$ cat config.mk
export PLATFORM = sky130hd
export DESIGN_NAME = ascii_to_integer_parser
export DESIGN_NICKNAME = d
export VERILOG_FILES = /design/src/design/atoi_pkg.sv /design/src/design/atoi_digit.sv /design/src/design/atoi_core.sv /design/src/design/ascii_to_integer_parser.sv
export VERILOG_INCLUDE_DIRS = /design/src /design/src/design
export SDC_FILE = /design/constraint.sdc
export NUM_CORES = 1
export LEC_CHECK = 0
export BUFFER_PORTS_ARGS = -buffer_cell sky130_fd_sc_hd__buf_2
export CORE_MARGIN = 2
export CORE_UTILIZATION = 35
export DETAILED_ROUTE_END_ITERATION = 10
export PLACE_DENSITY = 0.6
export RECOVER_POWER = 50
export SLEW_MARGIN = 20
export SYNTH_ARGS = -nofsm -noshare
export SYNTH_HDL_FRONTEND = slang
export SYNTH_SLANG_ARGS = --single-unit
$ cat constraint.sdc
create_clock -name clk -period 20.2 [get_ports clk]
set_input_delay 2.02 -clock clk [delete_from_list [all_inputs] [get_ports clk]]
set_output_delay 2.02 -clock clk [all_outputs]
set_load 0.03 [all_outputs]
$ cat src/design/ascii_to_integer_parser_assert.svh
// Assertion macros for the ASCII to integer parser.
`ifndef ASCII_TO_INTEGER_PARSER_ASSERT_SVH
`define ASCII_TO_INTEGER_PARSER_ASSERT_SVH

// Antecedent and consequent in the same cycle.
`define ATOI_ASSERT_SAME(lbl, ante, cons) \
  lbl: assert property (@(posedge clk) disable iff (!rst_n) (ante) |-> (cons)) \
    else $error("atoi assertion failed");

// Consequent in the cycle after the antecedent.
`define ATOI_ASSERT_NEXT(lbl, ante, cons) \
  lbl: assert property (@(posedge clk) disable iff (!rst_n) (ante) |=> (cons)) \
    else $error("atoi assertion failed");

`endif

$ cat src/design/atoi_pkg.sv
// Types and constants shared by the ASCII to integer parser modules.
package atoi_pkg;

  localparam logic [2:0] PH_WS     = 3'd0;
  localparam logic [2:0] PH_PFX0   = 3'd1;
  localparam logic [2:0] PH_PFXX   = 3'd2;
  localparam logic [2:0] PH_DIGITS = 3'd3;
  localparam logic [2:0] PH_DONE   = 3'd4;

  localparam logic [1:0] BM_AUTO = 2'd0;
  localparam logic [1:0] BM_OCT  = 2'd1;
  localparam logic [1:0] BM_DEC  = 2'd2;
  localparam logic [1:0] BM_HEX  = 2'd3;

  localparam logic [7:0] CH_NUL   = 8'h00;
  localparam logic [7:0] CH_MINUS = 8'h2d;
  localparam logic [7:0] CH_PLUS  = 8'h2b;
  localparam logic [7:0] CH_ZERO  = 8'h30;
  localparam logic [7:0] CH_X_LC  = 8'h78;
  localparam logic [7:0] CH_X_UC  = 8'h58;

  typedef struct packed {
    logic       ws;
    logic       ok;
    logic [3:0] val;
  } digit_info_t;

endpackage

$ cat src/design/atoi_digit.sv
// Byte classifier: whitespace flag and digit value in a given base.
module atoi_digit
  import atoi_pkg::*;
(
  input  logic [7:0]  c,
  input  logic [1:0]  base,
  output digit_info_t info
);

  always_comb begin
    info.ws  = c inside {[8'd9:8'd13], 8'd32};
    info.ok  = 1'b0;
    info.val = 4'd0;
    if (c inside {["0":"9"]}) begin
      info.val = 4'(c - "0");
      info.ok  = !(base == BM_OCT && c > "7");
    end else if (base == BM_HEX && c inside {["a":"f"]}) begin
      info.val = 4'(c - "a" + 8'd10);
      info.ok  = 1'b1;
    end else if (base == BM_HEX && c inside {["A":"F"]}) begin
      info.val = 4'(c - "A" + 8'd10);
      info.ok  = 1'b1;
    end
  end

endmodule

$ cat src/design/atoi_core.sv
// Parse state, per-byte update and result register.
module atoi_core
  import atoi_pkg::*;
(
  input  logic        clk,
  input  logic        rst_n,
  input  logic [1:0]  base_mode,
  input  logic        in_valid,
  input  logic [7:0]  in_byte,
  input  logic        in_last,
  output logic        in_ready,
  output logic        out_valid,
  input  logic        out_ready,
  output logic [63:0] out_number,
  output logic        out_ok
);

  logic [2:0]  phase_r, phase_nxt;
  logic        minus_r, minus_nxt;
  logic [1:0]  base_r, base_nxt;
  logic [63:0] acc_r, acc_nxt;
  logic        bad_r, bad_nxt;

  logic        res_valid_r, res_valid_nxt;
  logic [63:0] res_acc_r;
  logic        res_minus_r;
  logic        res_ok_r;

  logic        step;
  logic [1:0]  dbase;
  logic        do_digit;
  digit_info_t info;
  logic [67:0] prod;
  logic [67:0] sum;
  logic        ovf;

  assign in_ready = !in_last || !res_valid_r || out_ready;
  assign step     = in_valid && in_ready;
  assign dbase    = (phase_r != PH_WS) ? base_r :
                    (base_mode != BM_AUTO) ? base_mode : BM_DEC;

  atoi_digit u_digit (
    .c    (in_byte),
    .base (dbase),
    .info (info)
  );

  always_comb begin
    case (dbase)
      BM_OCT:  prod = {1'b0, acc_r, 3'b000};
      BM_HEX:  prod = {acc_r, 4'b0000};
      default: prod = {1'b0, acc_r, 3'b000} + {3'b000, acc_r, 1'b0};
    endcase
    sum = prod + {64'd0, info.val};
    ovf = |sum[67:64];
  end

  always_comb begin
    phase_nxt = phase_r;
    minus_nxt = minus_r;
    base_nxt  = base_r;
    acc_nxt   = acc_r;
    bad_nxt   = bad_r;
    do_digit  = 1'b0;
    case (phase_r)
      PH_WS: begin
        if (!info.ws) begin
          base_nxt  = dbase;
          phase_nxt = (base_mode != BM_AUTO) ? PH_DIGITS : PH_PFX0;
          if (in_byte == CH_MINUS) begin
            minus_nxt = 1'b1;
          end else if (in_byte == CH_PLUS) begin
          end else if (base_mode != BM_AUTO) begin
            do_digit = 1'b1;
          end else if (in_byte == CH_ZERO) begin
            base_nxt  = BM_OCT;
            phase_nxt = PH_PFXX;
          end else begin
            phase_nxt = PH_DIGITS;
            do_digit  = 1'b1;
          end
        end
      end
      PH_PFX0: begin
        if (in_byte == CH_ZERO) begin
          base_nxt  = BM_OCT;
          phase_nxt = PH_PFXX;
        end else begin
          phase_nxt = PH_DIGITS;
          do_digit  = 1'b1;
        end
      end
      PH_PFXX: begin
        phase_nxt = PH_DIGITS;
        if (in_byte == CH_X_LC || in_byte == CH_X_UC) begin
          base_nxt = BM_HEX;
        end else begin
          do_digit = 1'b1;
        end
      end
      PH_DIGITS: begin
        do_digit = 1'b1;
      end
      default: begin
      end
    endcase
    if (do_digit) begin
      if (!info.ok) begin
        phase_nxt = PH_DONE;
        if (in_byte != CH_NUL && !in_last) bad_nxt = 1'b1;
      end else if (ovf) begin
        acc_nxt   = '1;
        phase_nxt = PH_DONE;
        if (!in_last) bad_nxt = 1'b1;
      end else begin
        acc_nxt = sum[63:0];
      end
    end
  end

  always_comb begin
    res_valid_nxt = res_valid_r;
    if (step && in_last) begin
      res_valid_nxt = 1'b1;
    end else if (out_ready) begin
      res_valid_nxt = 1'b0;
    end
  end

  always_ff @(posedge clk) begin
    if (!rst_n) begin
      phase_r     <= PH_WS;
      minus_r     <= 1'b0;
      base_r      <= BM_DEC;
      acc_r       <= 64'd0;
      bad_r       <= 1'b0;
      res_valid_r <= 1'b0;
    end else begin
      res_valid_r <= res_valid_nxt;
      if (step) begin
        if (in_last) begin
          phase_r <= PH_WS;
          minus_r <= 1'b0;
          base_r  <= BM_DEC;
          acc_r   <= 64'd0;
          bad_r   <= 1'b0;
        end else begin
          phase_r <= phase_nxt;
          minus_r <= minus_nxt;
          base_r  <= base_nxt;
          acc_r   <= acc_nxt;
          bad_r   <= bad_nxt;
        end
      end
    end
  end

  always_ff @(posedge clk) begin
    if (step && in_last) begin
      res_acc_r   <= acc_nxt;
      res_minus_r <= minus_nxt;
      res_ok_r    <= !bad_nxt;
    end
  end

  assign out_valid  = res_valid_r;
  assign out_number = res_minus_r ? (64'd0 - res_acc_r) : res_acc_r;
  assign out_ok     = res_ok_r;

endmodule

$ cat src/design/ascii_to_integer_parser.sv
// Top level of the ASCII to integer parser.
// Parses a byte stream into 64-bit integers, one string byte per beat, with
// tlast on the final byte of each string. Leading whitespace and one sign are
// skipped, the base comes from cfg_data (auto prefix, octal, decimal or hex),
// and one result beat with the value and an ok flag follows each last byte.
// The block takes one byte per cycle while a pending result does not stall it:
// each byte is registered, then updates the accumulator through a single
// shift-add of the 64-bit value by 8, 10 or 16, and the result beat comes
// from a result register. Write cfg_data only while no string is in flight.
`include "ascii_to_integer_parser_assert.svh"

module ascii_to_integer_parser
  import atoi_pkg::*;
(
  input  logic        clk,
  input  logic        rst_n,
  input  logic        cfg_valid,
  output logic        cfg_ready,
  input  logic [1:0]  cfg_data,     // base_mode
  input  logic        in_tvalid,
  output logic        in_tready,
  input  logic [7:0]  in_tdata,     // [7:0] char_byte
  input  logic        in_tlast,     // last_byte
  output logic        out_tvalid,
  input  logic        out_tready,
  output logic [71:0] out_tdata     // [63:0] value, [64] ok, [71:65] zero
);

  logic [1:0]  base_mode_r;
  logic        s1_valid_r;
  logic [7:0]  s1_byte_r;
  logic        s1_last_r;
  logic        core_ready;
  logic [63:0] value;
  logic        ok;

  assign cfg_ready = 1'b1;
  assign in_tready = !s1_valid_r || core_ready;

  always_ff @(posedge clk) begin
    if (!rst_n) begin
      base_mode_r <= BM_AUTO;
      s1_valid_r  <= 1'b0;
    end else begin
      if (cfg_valid) base_mode_r <= cfg_data;
      if (in_tready) s1_valid_r <= in_tvalid;
    end
  end

  always_ff @(posedge clk) begin
    if (in_tready && in_tvalid) begin
      s1_byte_r <= in_tdata;
      s1_last_r <= in_tlast;
    end
  end

  atoi_core u_core (
    .clk        (clk),
    .rst_n      (rst_n),
    .base_mode  (base_mode_r),
    .in_valid   (s1_valid_r),
    .in_byte    (s1_byte_r),
    .in_last    (s1_last_r),
    .in_ready   (core_ready),
    .out_valid  (out_tvalid),
    .out_ready  (out_tready),
    .out_number (value),
    .out_ok     (ok)
  );

  assign out_tdata = {7'd0, ok, value};

  `ATOI_ASSERT_NEXT(a_stage_hold, s1_valid_r && !in_tready,
                    s1_valid_r && $stable(s1_byte_r) && $stable(s1_last_r))
  `ATOI_ASSERT_SAME(a_last_blocks, s1_valid_r && s1_last_r && out_tvalid && !out_tready,
                    !in_tready)
  `ATOI_ASSERT_NEXT(a_no_spurious, s1_valid_r && !s1_last_r && !out_tvalid,
                    !out_tvalid)

endmodule

* Yosys cells after proc, flatten, opt, wreduce, memory -nomap -nowiden
Index checks and enable logic that the tools add are counted.
W data, S select, Z words.
** Storage, ports and cells
- Flip-flop bits (word level) :: 150
- Input bits :: 16
- Output and inout bits :: 75
- Logic and storage cells :: 123
** Operators by class
- Add/subtract/negate cells :: 8
- Magnitude comparators :: 9
- Eq/ne operators :: 14
- Muxes and demuxes :: 50
- Reductions and logical operators :: 29
** Operators with widths (number)
- $mux W64 :: 5
- $pmux W68 S2 :: 1
- $add A67 B65 Y68 :: 1
- $add A68 B4 Y68 :: 1
- $sub A1 B64 Y64 const A :: 1
- $eq A8 B6 Y1 const B :: 4
- $mux W3 :: 8
- $mux W2 :: 11
- $mux W1 :: 19
- $eq A8 B7 Y1 const B :: 2
- $ge A8 B7 Y1 const B :: 2
- $le A8 B7 Y1 const B :: 2
- $mux W5 :: 3
- $sub A4 B1 Y4 const B :: 3
- $logic_and A1 B1 Y1 :: 11
- $pmux W3 S3 :: 1
- $add A4 B4 Y4 const B :: 2
- $ge A8 B4 Y1 const B :: 1
- $ge A8 B6 Y1 const B :: 1
- $gt A8 B6 Y1 const B :: 1
- $le A8 B4 Y1 const B :: 1
- $le A8 B6 Y1 const B :: 1
- $reduce_bool A8 Y1 :: 1
- $eq A3 B2 Y1 const B :: 2
- other kinds (15) :: 25

* Depth between registers and ports, before layout
- Word-level depth :: 14
- Gate-level depth with buffers :: 29
- Mapped depth without buffers :: 22

* Modules after synthesis
From an unflattened synthesis, not the netlist that was laid out.
** Second synthesis, totals
- Cell total of the unflattened synthesis :: 2222
- Area total of the unflattened synthesis :: 16385.7 µm²
** Modules (own cells, without submodules)
- atoi_core :: times used 1, cells each 2156, area each 15641.3 µm², sequential area each 3423.3 µm²
- ascii_to_integer_parser :: times used 1, cells each 31, area each 469.2 µm², sequential area each 330.3 µm²
- atoi_digit :: times used 1, cells each 35, area each 275.3 µm², sequential area each 0.0 µm²

* Least setup slack after synthesis
Ideal clock, no wire load.
- Path kind :: register to register
- Start :: register u_core.phase_r[0]
- End :: register u_core.res_acc_r[30], data pin
- Setup time :: 0.265 ns
- Arrival :: 6.993 ns
- Data required time :: 19.935 ns
- Path slack :: 12.942 ns
- Stages on the path, launching flop included :: 28
- Buffers on the path :: 9
- Clock period less this slack :: 7.258 ns
- Cells stage by stage :: dfxtp_1 buf_2 nor3_4 mux2i_1 clkbuf_1 buf_1 clkbuf_1 buf_1 clkbuf_1 buf_1 and2_1 ha_1 inv_1 fa_1 inv_1 a21oi_1 a2111oi_2 nand2_1 nor3_1 or3b_2 or4_1 or4_1 o31ai_1 o211ai_2 buf_4 buf_2 nor4_1 nor2_1
** On the way
- Word-level cells in the longest chain between the ends :: 12
- Elaborated cells on any way between the ends :: 22
- Classes of those cells :: add/sub: 1; eq/ne: 5; mux: 9; reduce/logical: 7
** RTL lines
- from (decl) :: RTL line atoi_core.sv:18 : logic [2:0] phase_r, phase_nxt;
- from (signal assigned) :: RTL line atoi_core.sv:148 : phase_r <= phase_nxt;
- $reduce_bool A3 Y1 :: RTL line atoi_core.sv:39 : assign dbase = (phase_r != PH_WS) ? base_r :
- $mux W2 :: RTL line atoi_core.sv:39
- $eq A2 B2 Y1 :: RTL line atoi_digit.sv:17, atoi_digit.sv:20, atoi_core.sv:49
- $logic_and A1 B1 Y1 :: RTL line atoi_digit.sv:20 : end else if (base == BM_HEX && c inside {["A":"F"]}) begin
- $mux W5 :: RTL line atoi_digit.sv:20
- $mux W5 :: RTL line atoi_digit.sv:17 : end else if (base == BM_HEX && c inside {["a":"f"]}) begin
- $mux W5 :: RTL line atoi_digit.sv:14 : if (c inside {["0":"9"]}) begin
- $add A68 B4 Y68 :: RTL line atoi_core.sv:54 : sum = prod + {64'd0, info.val};
- $reduce_or A4 Y1 :: RTL line atoi_core.sv:55 : ovf = |sum[67:64];
- $mux W64 :: RTL line atoi_core.sv:111 : end else if (ovf) begin
- $mux W64 :: RTL line atoi_core.sv:108 : if (!info.ok) begin
- $mux W64 (*) :: RTL line atoi_core.sv:107 : if (do_digit) begin
- named net u_core.acc_nxt[30] :: RTL line atoi_core.sv:21 : logic [63:0] acc_r, acc_nxt;
- to (signal assigned) :: RTL line atoi_core.sv:160 : res_acc_r <= acc_nxt;
- to (decl) :: RTL line atoi_core.sv:25 : logic [63:0] res_acc_r;
The timed path passes the listed nets; every way through them passes the cells marked *.
A chain may end at the register's enable or synchronous reset.

* Worst setup path after layout
- Start :: register u_core.res_acc_r[3]
- End :: output port out_tdata[60]
** On the way
- Word-level cells in the longest chain between the ends :: 2
** RTL lines
- $sub A1 B64 Y64 :: RTL line atoi_core.sv:167 : assign out_number = res_minus_r ? (64'd0 - res_acc_r) : res_acc_r;
- $mux W64 :: RTL line atoi_core.sv:167
- to (decl) :: RTL line ascii_to_integer_parser.sv:26 : output logic [71:0] out_tdata
No other way between the ends.

==> summary.md <==
| Metric | Value |
|---|---|
| Main area contributors after synthesis | edfxtp_1 14%, dfxtp_1 9.4%, nand2_1 7.7% |
| Setup tns final | 0 ps |
| CP Launch Type | register |
| Switching part of the total | 29.4% |
| Ratio of final minimum period to clock period | 39.3% |
| Largest net degree at the start of global routing | 80 |
| Setup Viol. Count Final | 0 |
| Via Count | 16804 |
| Setup CP Type | register to primary output |
| CTS tree | built |
| Post-Syn Area per Cell | 7.30 sq um |
| Met2 WL post-DR | 26800 microns |
| Relative slew slack | -109% |
| Failing checks | capacitance limit, slew limit |
| Combinational power share | 13.6% |
| Final Hold Viols | 0 |
| Worst path required time | 18180 ps |
| RSZ-0062 raised after global routing | no |
| Tmin final | 7950 ps |
| Clk_skew | 12.0 ps |
| Core Box Area | 45200 sq um |
| Clock power share | 42.6% |
| H-tree levels | 4 |
| Maximum vdd ir drop | 0.0669 mV |
| GR Util All Layers | 24.8% |
| Post-Route WL | 58900 microns |
| M1 WL | 26900 microns |
| # IOs | 91 |
| WL met3 | 3300 microns |
| NetSw | 0.000224 W |
| GRT overflow | 0 |
| Pint | 0.000538 W |
| Setup bufs post-CTS | 0 |
| Clock Sinks | 150 |
| Initial antenna violation count | 0 |
| Synth warn | 0 |
| Area of the die | 47200 sq um |
| Slew @ Worst Pin | 3120 ps |
| Post-synth ARST share | 0% |
| Leakage | 5.53 nW |
| Final HPWL DP | 45400 microns |
| Die Y-Extent | 217 microns |
| P per Cell Area | 44.3 nW/um^2 |
| Slew Limit Fails | 135 |
| Tot Pwr | 0.000761 W |
| Netlist cell types | 90 |
| EDFF count, synth | 75 |
| Reg power frac | 43.9% |
| Vias in the first global route | 15512 |
| Antenna Violating Nets Remaining | 0 |
| Clock Latency Late Sink | 500 ps |
| Drt initial violations | 1570 |
| Cell Area, Synth | 15900 sq um |
| WL/cell | 21.2 microns |
| CTS resizes | 0 |
| First-pass GRT wire length | 90700 microns |
| Initial Util | 35.2% |
| CTS buffer count | 17 |
| Area grow syn2layout | 7.91% |
| CP arrival | 5930 ps |
| Clk slew on worst S/H paths | 70 ps |
| Max-cap viol count | 3 |
| Number of vias per cell | 6.05 |
| DR pass1 iterations | 6 |
| Row count | 78 |
| Fmax achieved | 0.126 GHz |
| Post-synth top area share | 14.1% |
| Uppermost layer routed | met4 |
| Status | finished with violations |
| Die width | 217 microns |
| Synth Instances | 2181 |
| CP endpoint kind | primary output |
| Worst Path Max Fanout | 6 |
| CTS root buf | clkbuf_16 |
| Share of cells above drive strength 1 | 5.88% |
| Register bit count reported by yosys | 150 |
| Synth area leader | edfxtp_1 |
| Placer Congestion | 0.989 |
| Deepest clock path buffer count | 2 |
| Nets | 2252 |
| Commonest register cell after synthesis | edfxtp_1 |
| Seq/Total Area, Yosys | 23.6% |
| CTS Hold Buffers Added | 0 |
| IO Port Bufs | 82 |
| HP Class | register to register |
| DR DRC count | 0 |
[power groups by stage]
stage	Clock [W]	Sequential, W	Combinational [W]
global route	0.000345	0.000335	0.000112
global placement	0	0.000340	0.000103
floorplan	0	0.000337	0.0000795
detailed placement	0	0.000340	0.000104
CTS	0.000337	0.000334	0.000105
finish	0.000324	0.000334	0.000103
[layout make-up]
class                      count  area [sq um]
fill                        4752         28000
multi-input combinational   1866         11500
sequential                   150          3750
tap                          600           751
timing repair buffer          99           463
clock buffer                  18           429
clock inverter                14           150
inverter                      31           116
antenna                        1          2.50
[through the flow]
stage | setup WS [ps] | area (sq um) | util [%] | std cells | hold WS [ps]
floorplan | 12940 | 15900 | - | 2187 | 443
global placement | 12760 | 16700 | 36.9 | 2746 | 454
detailed placement | 12510 | 16700 | 36.9 | 2746 | 465
CTS | 12170 | 17300 | 38.2 | 2778 | 481
global route | 11920 | 17200 | 38.0 | 2778 | 512
finish | 12250 | 17200 | 38.0 | 2779 | 483
[cell usage in the layout, fill, tap and decap left out, drive strengths merged, types with 10 or more instances in the layout]
cell      n
xor2     31
a31o     11
edfxtp   75
o211ai   34
nand2b   10
mux2i    28
ha       69
clkbuf   74
and2     27
a31oi    36
a21oi   178
nor2    225
o41ai    14
nand4    50
a211oi   23
nor4     55
nor2b    15
or4      29
dfxtp    75
inv      35
o21a     23
a21o     23
xnor2   114
nand2   326
and3     10
buf      43
nor3     65
o31ai    71
or3      28
nand3    45
and4     18
o21ai   153
[state kept, by name, summed over array words and instances (netlist names)]
name,flops
u_core.res_minus_r,1
u_core.out_valid,1
u_core.bad_r,1
u_core.base_r,2
u_core.acc_r,64
u_core.phase_r,3
s1_valid_r,1
u_core.minus_r,1
s1_byte_r,8
u_core.out_ok,1
u_core.res_acc_r,64
base_mode_r,2
s1_last_r,1
[synthesized netlist by cell type (7+ instances only)]
cell type / number
ha_1: 69
a211oi_1: 20
xor2_1: 31
a21oi_1: 178
nand2b_1: 10
a22o_1: 8
nor4_1: 54
a31oi_1: 36
and2_1: 27
o21bai_1: 8
o22ai_1: 8
a21o_1: 23
clkbuf_1: 92
or3_1: 27
a221oi_1: 8
nor3_1: 63
nand3b_1: 8
o41ai_1: 13
o31ai_1: 71
and3_1: 10
o211ai_1: 33
nor2b_1: 15
edfxtp_1: 75
a31o_2: 11
buf_1: 13
mux2i_1: 27
buf_4: 13
buf_2: 22
xnor2_1: 114
or4_1: 23
a21boi_0: 7
nand3_1: 45
o211a_1: 7
and4_1: 18
nand4_1: 50
or2_2: 8
nand2_1: 326
o21a_1: 23
dfxtp_1: 75
inv_1: 30
nor2_1: 224
o21ai_0: 147
[layer usage]
layer | track usage (%) | vias up
met5 | 0 | -
met4 | 8.97 | 0
met3 | 4.40 | 97
met2 | 40.1 | 502
met1 | 33.0 | 8076
li1 | - | 8129
[final timing paths]
kind | end | slack, ps | start | depth (start not counted)
worst min-delay path | u_core.bad_r | 480 | u_core.bad_r | 1
worst min register to register | u_core.bad_r | 480 | u_core.bad_r | 1
worst max register to register | u_core.res_acc_r[40] | 12460 | u_core.phase_r[0] | 21
worst max-delay path | out_tdata[60] | 12250 | u_core.res_acc_r[3] | 13
[kinds of logic after synthesis]
family	synth area share, %
adders and majority gates	5.67
other	0.0472
AOI/OAI and AO/OA	27.8
muxes	2.11
buffers and inverters	4.51
DFF	23.6
and+or+nand+nor	28.3
xor gates and xnor gates	7.97
[critical path, cell delays in order, from the launching register on]
cell and delay (ps):
edfxtp_1 500, nor3_2 190, nand3b_1 130, or3_4 370, or4_4 530, or4_4 530
or4_4 520, or4_4 480, or3_1 500, or4_4 590, or4_4 470, o21ai_0 240
xnor2_1 150, buf_2 230
No activity file was read; power rests on OpenSTA's default activity.
